==> config.mk <==
export PLATFORM = sky130hd
export DESIGN_NAME = c_comment_stripper
export DESIGN_NICKNAME = d
export VERILOG_FILES = /design/src/rtl/ccs_pkg.sv /design/src/rtl/ccs_scanner.sv /design/src/rtl/ccs_result_buf.sv /design/src/rtl/c_comment_stripper.sv
export SDC_FILE = /design/constraint.sdc
export NUM_CORES = 1
export LEC_CHECK = 0
export BUFFER_PORTS_ARGS = -buffer_cell sky130_fd_sc_hd__buf_2
export CAP_MARGIN = 20
export CORE_ASPECT_RATIO = 0.8
export CORE_MARGIN = 3
export CORE_UTILIZATION = 44
export DETAILED_ROUTE_END_ITERATION = 7
export PLACE_DENSITY = 0.73
export SLEW_MARGIN = 10
export SYNTH_ARGS = -nofsm -noshare
export SYNTH_HDL_FRONTEND = slang
export SYNTH_HIERARCHICAL = 1
export SYNTH_SLANG_ARGS = --single-unit
==> constraint.sdc <==
create_clock -name clk -period 5.65 [get_ports clk]
set_input_delay 0.8475 -clock clk [delete_from_list [all_inputs] [get_ports clk]]
set_output_delay 0.8475 -clock clk [all_outputs]
set_load 0.05 [all_outputs]
==> src/rtl/ccs_pkg.sv <==
// ============================================================================
// ccs_pkg
// Shared types and character codes for the C comment stripper.
// ============================================================================
package ccs_pkg;

    localparam logic [7:0] CH_QUOTE = 8'h22;
    localparam logic [7:0] CH_SLASH = 8'h2F;
    localparam logic [7:0] CH_STAR  = 8'h2A;
    localparam logic [7:0] CH_NL    = 8'h0A;
    localparam logic [7:0] CH_NONE  = 8'h00;

    // Most results that one input beat can cause.
    localparam int unsigned MaxResults = 3;

    typedef enum logic [1:0] {
        MODE_TEXT  = 2'd0,
        MODE_LINE  = 2'd1,
        MODE_BLOCK = 2'd2
    } scan_mode_t;

    typedef struct packed {
        logic [7:0] in_byte;
        logic       text_last;
    } in_beat_t;

    typedef struct packed {
        logic [7:0] out_byte;
        logic       end_marker;
        logic       run_last;
    } out_beat_t;

    // Results of one input beat, in delivery order, and how many are valid.
    typedef struct packed {
        out_beat_t [MaxResults-1:0] beat;
        logic [1:0]                 count;
    } res_set_t;

endpackage

==> src/rtl/ccs_scanner.sv <==
// ============================================================================
// ccs_scanner
// Scan state and the per-byte decision logic; yields the results of one beat.
// ============================================================================
module ccs_scanner
    import ccs_pkg::*;
(
    input  logic     clk,
    input  logic     rst_n,
    input  logic     load,
    input  in_beat_t beat,
    output res_set_t res
);

    scan_mode_t mode_reg, mode_next;
    logic       quote_reg, quote_next;
    logic       slash_reg, slash_next;
    logic       star_reg, star_next;

    always_ff @(posedge clk or negedge rst_n)
    begin
        if (!rst_n)
        begin
            mode_reg  <= MODE_TEXT;
            quote_reg <= 1'b0;
            slash_reg <= 1'b0;
            star_reg  <= 1'b0;
        end
        else if (load)
        begin
            mode_reg  <= mode_next;
            quote_reg <= quote_next;
            slash_reg <= slash_next;
            star_reg  <= star_next;
        end
    end

    always_comb
    begin
        logic [7:0] b;
        logic       last;
        logic       pre_slash;
        logic       text_path;
        logic       emit_byte;
        logic       post_slash;
        logic [1:0] cnt;

        b          = beat.in_byte;
        last       = beat.text_last;
        mode_next  = mode_reg;
        quote_next = quote_reg;
        slash_next = slash_reg;
        star_next  = star_reg;
        pre_slash  = 1'b0;
        text_path  = 1'b0;
        emit_byte  = 1'b0;

        case (mode_reg)
            MODE_LINE:
            begin
                if (b == CH_NL)
                begin
                    mode_next = MODE_TEXT;
                    emit_byte = 1'b1;
                end
            end
            MODE_BLOCK:
            begin
                if (star_reg && b == CH_SLASH)
                begin
                    mode_next = MODE_TEXT;
                    star_next = 1'b0;
                end
                else
                begin
                    star_next = (b == CH_STAR);
                end
            end
            default:
            begin
                if (slash_reg)
                begin
                    slash_next = 1'b0;
                    if (b == CH_SLASH)
                    begin
                        mode_next = MODE_LINE;
                    end
                    else if (b == CH_STAR)
                    begin
                        mode_next = MODE_BLOCK;
                        star_next = 1'b0;
                    end
                    else
                    begin
                        pre_slash = 1'b1;
                        text_path = 1'b1;
                    end
                end
                else
                begin
                    text_path = 1'b1;
                end
            end
        endcase

        // Ordinary text byte: quotes toggle the parity, an unquoted slash
        // is held unless nothing can follow it.
        if (text_path)
        begin
            if (b == CH_QUOTE)
            begin
                quote_next = ~quote_reg;
                emit_byte  = 1'b1;
            end
            else if (!quote_reg && b == CH_SLASH && !last)
            begin
                slash_next = 1'b1;
            end
            else
            begin
                emit_byte = 1'b1;
            end
        end

        post_slash = last && slash_next;

        res = '0;
        cnt = 2'd0;
        if (pre_slash)
        begin
            res.beat[cnt] = '{out_byte: CH_SLASH, end_marker: 1'b0, run_last: 1'b0};
            cnt = cnt + 2'd1;
        end
        if (emit_byte)
        begin
            res.beat[cnt] = '{out_byte: b, end_marker: 1'b0, run_last: 1'b0};
            cnt = cnt + 2'd1;
        end
        if (post_slash)
        begin
            res.beat[cnt] = '{out_byte: CH_SLASH, end_marker: 1'b0, run_last: 1'b0};
            cnt = cnt + 2'd1;
        end
        if (last)
        begin
            res.beat[cnt] = '{out_byte: CH_NONE, end_marker: 1'b1, run_last: 1'b0};
            cnt = cnt + 2'd1;
            mode_next  = MODE_TEXT;
            quote_next = 1'b0;
            slash_next = 1'b0;
            star_next  = 1'b0;
        end
        if (cnt != 2'd0)
        begin
            res.beat[cnt - 2'd1].run_last = 1'b1;
        end
        res.count = cnt;
    end

endmodule

==> src/rtl/ccs_result_buf.sv <==
// ============================================================================
// ccs_result_buf
// Result register: holds the results of one beat and hands them out in order.
// ============================================================================
module ccs_result_buf
    import ccs_pkg::*;
(
    input  logic      clk,
    input  logic      rst_n,
    input  logic      load,
    input  res_set_t  res,
    output logic      room,
    output logic      dst_valid,
    input  logic      dst_ready,
    output out_beat_t dst_data
);

    out_beat_t [MaxResults-1:0] beat_reg;
    logic [1:0]                 rem_reg, rem_next;
    logic [1:0]                 idx_reg, idx_next;
    logic                       take;

    assign dst_valid = (rem_reg != 2'd0);
    assign dst_data  = beat_reg[idx_reg];
    assign take      = dst_valid && dst_ready;
    // A new set may enter once the last held result leaves this cycle.
    assign room      = (rem_reg == 2'd0) || (rem_reg == 2'd1 && dst_ready);

    always_comb
    begin
        rem_next = rem_reg;
        idx_next = idx_reg;
        if (load)
        begin
            rem_next = res.count;
            idx_next = 2'd0;
        end
        else if (take)
        begin
            rem_next = rem_reg - 2'd1;
            idx_next = idx_reg + 2'd1;
        end
    end

    always_ff @(posedge clk or negedge rst_n)
    begin
        if (!rst_n)
        begin
            rem_reg <= 2'd0;
            idx_reg <= 2'd0;
        end
        else
        begin
            rem_reg <= rem_next;
            idx_reg <= idx_next;
        end
    end

    always_ff @(posedge clk)
    begin
        if (load)
        begin
            beat_reg <= res.beat;
        end
    end

    a_span_fits: assert property (@(posedge clk) disable iff (!rst_n)
        ({1'b0, idx_reg} + {1'b0, rem_reg}) <= 3'(MaxResults))
        else $error("result index runs past the held set");

    a_run_last_on_final: assert property (@(posedge clk) disable iff (!rst_n)
        dst_valid |-> (dst_data.run_last == (rem_reg == 2'd1)))
        else $error("run_last not on the final result of a beat");

    a_end_is_final: assert property (@(posedge clk) disable iff (!rst_n)
        (dst_valid && dst_data.end_marker) |-> dst_data.run_last)
        else $error("end marker is not the final result of its beat");

endmodule

==> src/rtl/c_comment_stripper.sv <==
// ============================================================================
// c_comment_stripper
// Streaming removal of line and block comments from C source text.
// ============================================================================
// The text channel (text_valid, text_ready, text_data) takes one source byte
// per beat with a flag on the final byte of a text. The strip channel
// (strip_valid, strip_ready, strip_data) returns the kept bytes, then an end
// marker beat for each text; run_last flags the last result of each input.
//
// Each input beat is decoded in the cycle it is accepted, and its zero to
// three results land in a result register, so the first result is shown in
// the cycle after acceptance. Results leave one per cycle while strip_ready
// is high. A beat with at most one result lets the next byte in on the very
// next cycle, if its result is taken, giving one byte per cycle; a beat with
// two or three results holds off text_ready while the result register drains.
//
// Reset clears the scan state (normal text, even quote parity, nothing held)
// and empties the result register. When the receiver stalls, the shown
// result holds steady and text_ready falls once the result register cannot
// be emptied in the current cycle; no beat is lost or repeated.
// ============================================================================
module c_comment_stripper
    import ccs_pkg::*;
(
    input  logic      clk,
    input  logic      rst_n,
    input  logic      text_valid,
    output logic      text_ready,
    input  in_beat_t  text_data,
    output logic      strip_valid,
    input  logic      strip_ready,
    output out_beat_t strip_data
);

    logic     room;
    logic     load;
    res_set_t res;

    // An input beat is taken whenever the result register can accept its set.
    assign text_ready = room;
    assign load       = text_valid && room;

    // Comment and quote tracking; decodes the accepted byte into results.
    ccs_scanner u_scanner (
        .clk   (clk),
        .rst_n (rst_n),
        .load  (load),
        .beat  (text_data),
        .res   (res)
    );

    // Holds the decoded results and streams them out one per cycle while strip_ready is high.
    ccs_result_buf u_result_buf (
        .clk       (clk),
        .rst_n     (rst_n),
        .load      (load),
        .res       (res),
        .room      (room),
        .dst_valid (strip_valid),
        .dst_ready (strip_ready),
        .dst_data  (strip_data)
    );

endmodule

==> flow_summary.toml, run 1 <==
[status]
status = "finished clean"

[timing]
rsz0062_at_grt = "no"
maxSlewViolCount = 0
max_slew_margin = 0.3991
worst_pin_slew_ps = 897.2
setup_viol = 0
min_period_over_period = 0.6267
hold_violations = 0
clock_skew_ps = 5.892
tns_ps = 0
max_freq_mhz = 282.4
final.min_clock_period_ps = 3541

[cells_and_area]
areaGrowthSynthToFinish_pct = 10.30
drive_above_1_share = 0.2060
largest_register_ffs = 30
nets = 254
antenna-diode-count = 0
fill_cells = 423

[synth]
synth.avg_cell_area_um2 = 10.66
synth-edff-count = 30
async_reset_ff_frac = 0.2308
synth_top_flop_cell = "edfxtp_1"
synth_common_cells = "edfxtp_1 (30), nand2_1 (30), inv_1 (14)"
synth.area.top_cells = "edfxtp_1 (40%), dfrtp_1 (10%), ha_1 (5.0%)"
syn_inst = 212
ys_seq_elements = 39
yosysSeqAreaShare = 0.4983
syn_area_um2 = 2260
synth_top_cell_area_share = 0.3987
ys.warnings.count = 6
synth.distinct_cells = 55
synth_area_leader_cell = "edfxtp_1"

[cts]
ctsHoldBuffers = 0
post_cts_buffers = 0
tritoncts = "done"
cts_root_buf = "clkbuf_8"
cts_resized = 0
cts.sinks = 39
cts_buffers = 5
clk_path_buf_depth = 2
clock_latency_ps = 290
path_clk_slew_ps = 80
cts-htree-levels = 2

[critical_path]
cp-start-kind = "input pin"
worstReg2RegEnd = "u_result_buf/beat_reg[3]$_DFFE_PP_"
setup.worst_path.end = "u_result_buf/beat_reg[3]$_DFFE_PP_"
critPathArrivalTime_ps = 3590
cp_max_fo = 12
setup.worst_path.start = "text_data[6]"
rr_worst_depth = 12
rrSetupSlack_ps = 2160
max_stage_delay_ps = 740
worstPathCellList = "buf_2 > and2_1 > a31oi_1 > inv_1 > ha_1 > xnor2_1 > ha_1 > nand2_1 > inv_1 > nor2_1 > a31o_2"
r2r-start = "u_scanner/mode_reg[0]$_DFFE_PN0P_"
required_ps = 5700
end_kind = "flip-flop"
slowest_stage = "a31oi_1"
path_class = "in -> reg"

[floorplanning]
die-width_um = 86.12
ioPinCount = 25
initial_utilization = 0.4745
die_area_um2 = 6037
coreArea_um2 = 4762
dieHeight_um = 70.10
rows = 22

[global_routing]
antenna_found_initial = 0
grt_pass1_vias = 1453
grt_max_degree = 43
grt_overflow_total = 0
grt_usage = 0.1506
grt_first_pass_wirelength_um = 7231

[place]
gp_routability_congestion = 0.8550
place_hpwl_um = 3057
portBuffers = 24

[detailed_routing]
drt_first_pass_iters = 4
postRouteWirelength_um = 4217
vias = 1558
viasPerCell = 5.317
ant_nets = 0
drc = 0
wire_per_inst_um = 14.39
dr.first_iter.drc_count = 123

[pwr]
combPwrFrac = 0.468
net-switching-power_mw = 0.5718
seqPwrFrac = 0.353
p_leak_nw = 1.031
powerDensity_nw_per_um2 = 519.2
swShare = 0.4418
finalPower_mw = 1.294
peakVddDrop_v = 0.0002703
p_clk_frac = 0.180
internal-power_mw = 0.7224

[worst_hold_path]
hp-class = "in -> async"

[run]
maxCapViolations = 0
stage by stage:
stage               worst slack (ps)  hold slack [ps]  cells  instance area [um^2]  utilization
finish                          2109            392.6    293                  2492       0.5234
global route                    1880            397.1    293                  2492       0.5234
detailed placement              1871            497.9    285                  2380       0.4997
global placement                2057            465.4    285                  2380       0.4997
floorplan                       2265            449.6    214                  2267            -
CTS                             2173            392.7    293                  2492       0.5234
critical path, delay by kind of cell:
kind            cells  cell delay, ps
xor+xnor            1             210
fa+ha+maj           2             620
simple gates        3             400
buf+inv             3             540
compound gates      2             960
kinds of logic after synthesis:
logic type      synth area share
flops                     0.4983
compound gates            0.1152
simple gates              0.1833
buf+inv                  0.06312
xor+xnor                 0.02326
mux                      0.06534
other cells             0.001660
fa+ha+maj                0.04983
how the worst min path moves through the flow:
stage                              startpoint                                end  slack [ps]  depth (start not counted)
6_report                                rst_n  u_scanner/mode_reg[0]$_DFFE_PN0P_         390                          1
5_1_grt                                 rst_n     u_scanner/star_reg$_DFFE_PN0P_         400                          1
4_1_cts                                 rst_n  u_scanner/mode_reg[0]$_DFFE_PN0P_         390                          1
3_5_place_dp   u_scanner/star_reg$_DFFE_PN0P_     u_scanner/star_reg$_DFFE_PN0P_         500                          1
3_3_place_gp   u_scanner/star_reg$_DFFE_PN0P_     u_scanner/star_reg$_DFFE_PN0P_         470                          1
2_1_floorplan  u_scanner/star_reg$_DFFE_PN0P_     u_scanner/star_reg$_DFFE_PN0P_         450                          1
placed cells by master (no fill, tap or decap), drive strengths merged, types with 2 or more instances in the layout:
cell type | synthesis | routed
mux2i | 11 | 11
xnor2 | 4 | 4
nand2 | 30 | 30
nand2b | 2 | 2
mux2 | 3 | 3
and4 | 3 | 3
conb | 1 | 3
and3b | 2 | 2
a21oi | 9 | 9
clkbuf | 4 | 5
and3 | 5 | 5
ha | 9 | 9
nor2 | 13 | 13
and2 | 4 | 4
buf | 10 | 25
o21ai | 16 | 16
clkinv | 0 | 2
nor2b | 4 | 4
a21o | 2 | 2
o21a | 2 | 2
dfrtp | 9 | 9
a31oi | 2 | 2
a31o | 2 | 2
edfxtp | 30 | 30
inv | 14 | 14
o22ai | 2 | 2
xor2 | 2 | 2
per-layer routing:
layer | GRT usage | wire, um
met2 | 0.2002 | 1732
met3 | 0.03420 | 183
met4 | 0.04218 | 49
met5 | 0 | 0
met1 | 0.2396 | 2251
layout make-up:
class,count,area (um^2),share of cell area
Multi-Input combinational cell,147,998.5,0.4006
Clock buffer,5,68.82,0.02761
Tap cell,60,75.07,0.03012
Sequential cell,39,1126,0.4518
Timing Repair Buffer,25,127.6,0.05120
Clock inverter,3,43.79,0.01757
Inverter,14,52.55,0.02108
power groups by stage:
stage / sequential, mW / clock (mW) / combinational, mW
finish: 0.456 / 0.232 / 0.605
global route: 0.467 / 0.251 / 0.657
CTS: 0.457 / 0.237 / 0.608
floorplan: 0.435 / 0 / 0.503
global placement: 0.462 / 0 / 0.597
detailed placement: 0.464 / 0 / 0.604
Power figures use the tool's default switching activity.
==> inputs of run 2 (changes only) <==
--- a/config.mk
+++ b/config.mk
@@ -11,7 +11,7 @@
 export CORE_MARGIN = 3
 export CORE_UTILIZATION = 44
 export DETAILED_ROUTE_END_ITERATION = 7
-export PLACE_DENSITY = 0.73
+export PLACE_DENSITY = 0.75
 export SLEW_MARGIN = 10
 export SYNTH_ARGS = -nofsm -noshare
 export SYNTH_HDL_FRONTEND = slang
==> constraint.sdc (replaced) <==
create_clock -name clk -period 2.99 [get_ports clk]
set_input_delay 0.4485 -clock clk [delete_from_list [all_inputs] [get_ports clk]]
set_output_delay 0.4485 -clock clk [all_outputs]
set_load 0.05 [all_outputs]
==> run 2 against run 1 <==
  * Combinational power rose by 100%
  * Cell area up 1.4%
  * Sequential power up 84%
  * Worst setup slack got worse by 1900 ps
  * Via count increased by 3.5%
  * Clock power grew 47%
  * Utilization is 0.71 points higher
  * Global-route usage increased by 0.73 points
  * Sequential share of layout area shrank 0.60 points
  * Total power rose by 85%
  * First-iteration DRC count up 47%
  * Critical endpoint is now u_result_buf/beat_reg[15]$_DFFE_PP_
==> flow_summary.toml, run 2 (same netlist as run 1, synthesis figures left out) <==
[timing]
timing.hold.ws_ps = 6.852
hold_violations = 0
final.min_clock_period_ps = 2799
worst_pin_slew_ps = 647.8
min_period_over_period = 0.9360
setup_viol = 0
maxSlewViolCount = 0
rsz0062_at_grt = "no"
clock_skew_ps = 5.227
max_slew_margin = 0.5681
max_freq_mhz = 357.3
tns_ps = 0
worst_slack_ps = 191.4

[cells_and_area]
drive_above_1_share = 0.2324
antenna-diode-count = 0
areaGrowthSynthToFinish_pct = 11.79
stdcell_count = 301
nets = 262
largest_register_ffs = 30
mostFrequentLayoutCells = "nand2_1 (30), edfxtp_1 (30), buf_2 (24)"

[critical_path]
max_stage_delay_ps = 360
cp_max_fo = 8
required_ps = 3110
path_class = "in -> reg"
critPathArrivalTime_ps = 2920
end_kind = "flip-flop"
crit_family = "compound AO/OA/AOI/OAI gates"
cp-start-kind = "input pin"
crit_buf_inv = 4
cpMostUsedCell = "inv_1"
worstPathCellList = "buf_2 > nor4b_4 > nand2_1 > o21a_1 > a21o_2 > inv_1 > ha_1 > buf_4 > nor3b_1 > o21ai_0 > inv_1 > a21oi_1"
slowest_stage = "nor4b_4"

[detailed_routing]
vias = 1612
wire_per_inst_um = 14.74
viasPerCell = 5.355
drc = 0
dr.first_iter.drc_count = 181
drt_first_pass_iters = 4
ant_nets = 0
postRouteWirelength_um = 4437

[floorplanning]
coreArea_um2 = 4762
die_area_um2 = 6037
die-width_um = 86.12
dieHeight_um = 70.10
initial_utilization = 0.4745
rows = 22
ioPinCount = 25

[global_routing]
grt_overflow_total = 0
grt_usage = 0.1579
grt_max_degree = 42
antenna_found_initial = 0
grt_pass1_vias = 1569
grt_first_pass_wirelength_um = 7541

[cts]
cts_root_buf = "clkbuf_8"
cts.sinks = 39
clock_latency_ps = 280
ctsHoldBuffers = 0
path_clk_slew_ps = 80
cts_buffers = 5
clk_path_buf_depth = 2
cts_resized = 0
tritoncts = "done"
post_cts_buffers = 0
cts-htree-levels = 2

[worst_hold_path]
hp-class = "in -> async"

[place]
place_inst = 293
place_hpwl_um = 3325
gp_routability_congestion = 0.9539
pre_cts_ws_ps = -17.74
portBuffers = 24

[run]
maxCapViolations = 0

[pwr]
powerDensity_nw_per_um2 = 946.2
finalPower_mw = 2.390
p_leak_nw = 1.055
peakVddDrop_v = 0.0007311

[status]
status = "finished clean"
run 2: cell count changes in the layout (fill, tap and decap cells not counted):
cell / previous run / this run
and2_1: 4 / 3
and2_2: 0 / 1
buf_4: 1 / 9
bufinv_16: 1 / 0
clkbuf_1: 0 / 1
clkinv_4: 1 / 0
clkinvlp_4: 0 / 1
run 2: through the flow:
step	area [um^2]	util
floorplan	2268	-
global placement	2441	0.5126
detailed placement	2441	0.5126
CTS	2526	0.5305
global route	2526	0.5305
finish	2526	0.5305
run 2: layer usage:
metal / vias to the layer above / routed length [um] / track usage
met5: - / 0 / 0
met4: 0 / 47 / 0.02812
met3: 6 / 280 / 0.03538
met2: 45 / 1822 / 0.2267
met1: 758 / 2287 / 0.2438
li1: 803 / - / -
run 2: path summary, 6_finish.rpt:
kind | start | end | slack, ps | depth (start not counted)
worst max-delay path | text_data[8] | u_result_buf/beat_reg[15]$_DFFE_PP_ | 190 | 12
worst min-delay path | rst_n | u_result_buf/idx_reg[1]$_DFFE_PN0P_ | 7 | 1
worst max register to register | u_scanner/mode_reg[0]$_DFFE_PN0P_ | u_result_buf/beat_reg[15]$_DFFE_PP_ | 200 | 11
worst min register to register | u_scanner/star_reg$_DFFE_PN0P_ | u_scanner/star_reg$_DFFE_PN0P_ | 490 | 1
max in group asynchronous | rst_n | u_scanner/quote_reg$_DFFE_PN0P_ | 2790 | 1
min in group clk | u_scanner/star_reg$_DFFE_PN0P_ | u_scanner/star_reg$_DFFE_PN0P_ | 490 | 1
run 2: final cells by class:
class	instances	area, um^2
inverters	14	52.55
multi-input cells	147	999.7
clock buffers	6	72.57
flip-flops and latches	39	1126
repair buffers	33	187.7
clock inverters	2	12.51
fillers	432	2236
well taps	60	75.07
run 2: power breakdown:
| group | total [mW] | internal [mW] | switching, mW | leakage [nW] |
|---|---|---|---|---|
| logic | 1.21 | 0.382 | 0.827 | 0.608 |
| clock network | 0.341 | 0.163 | 0.178 | 0.0412 |
| registers | 0.841 | 0.771 | 0.0701 | 0.405 |
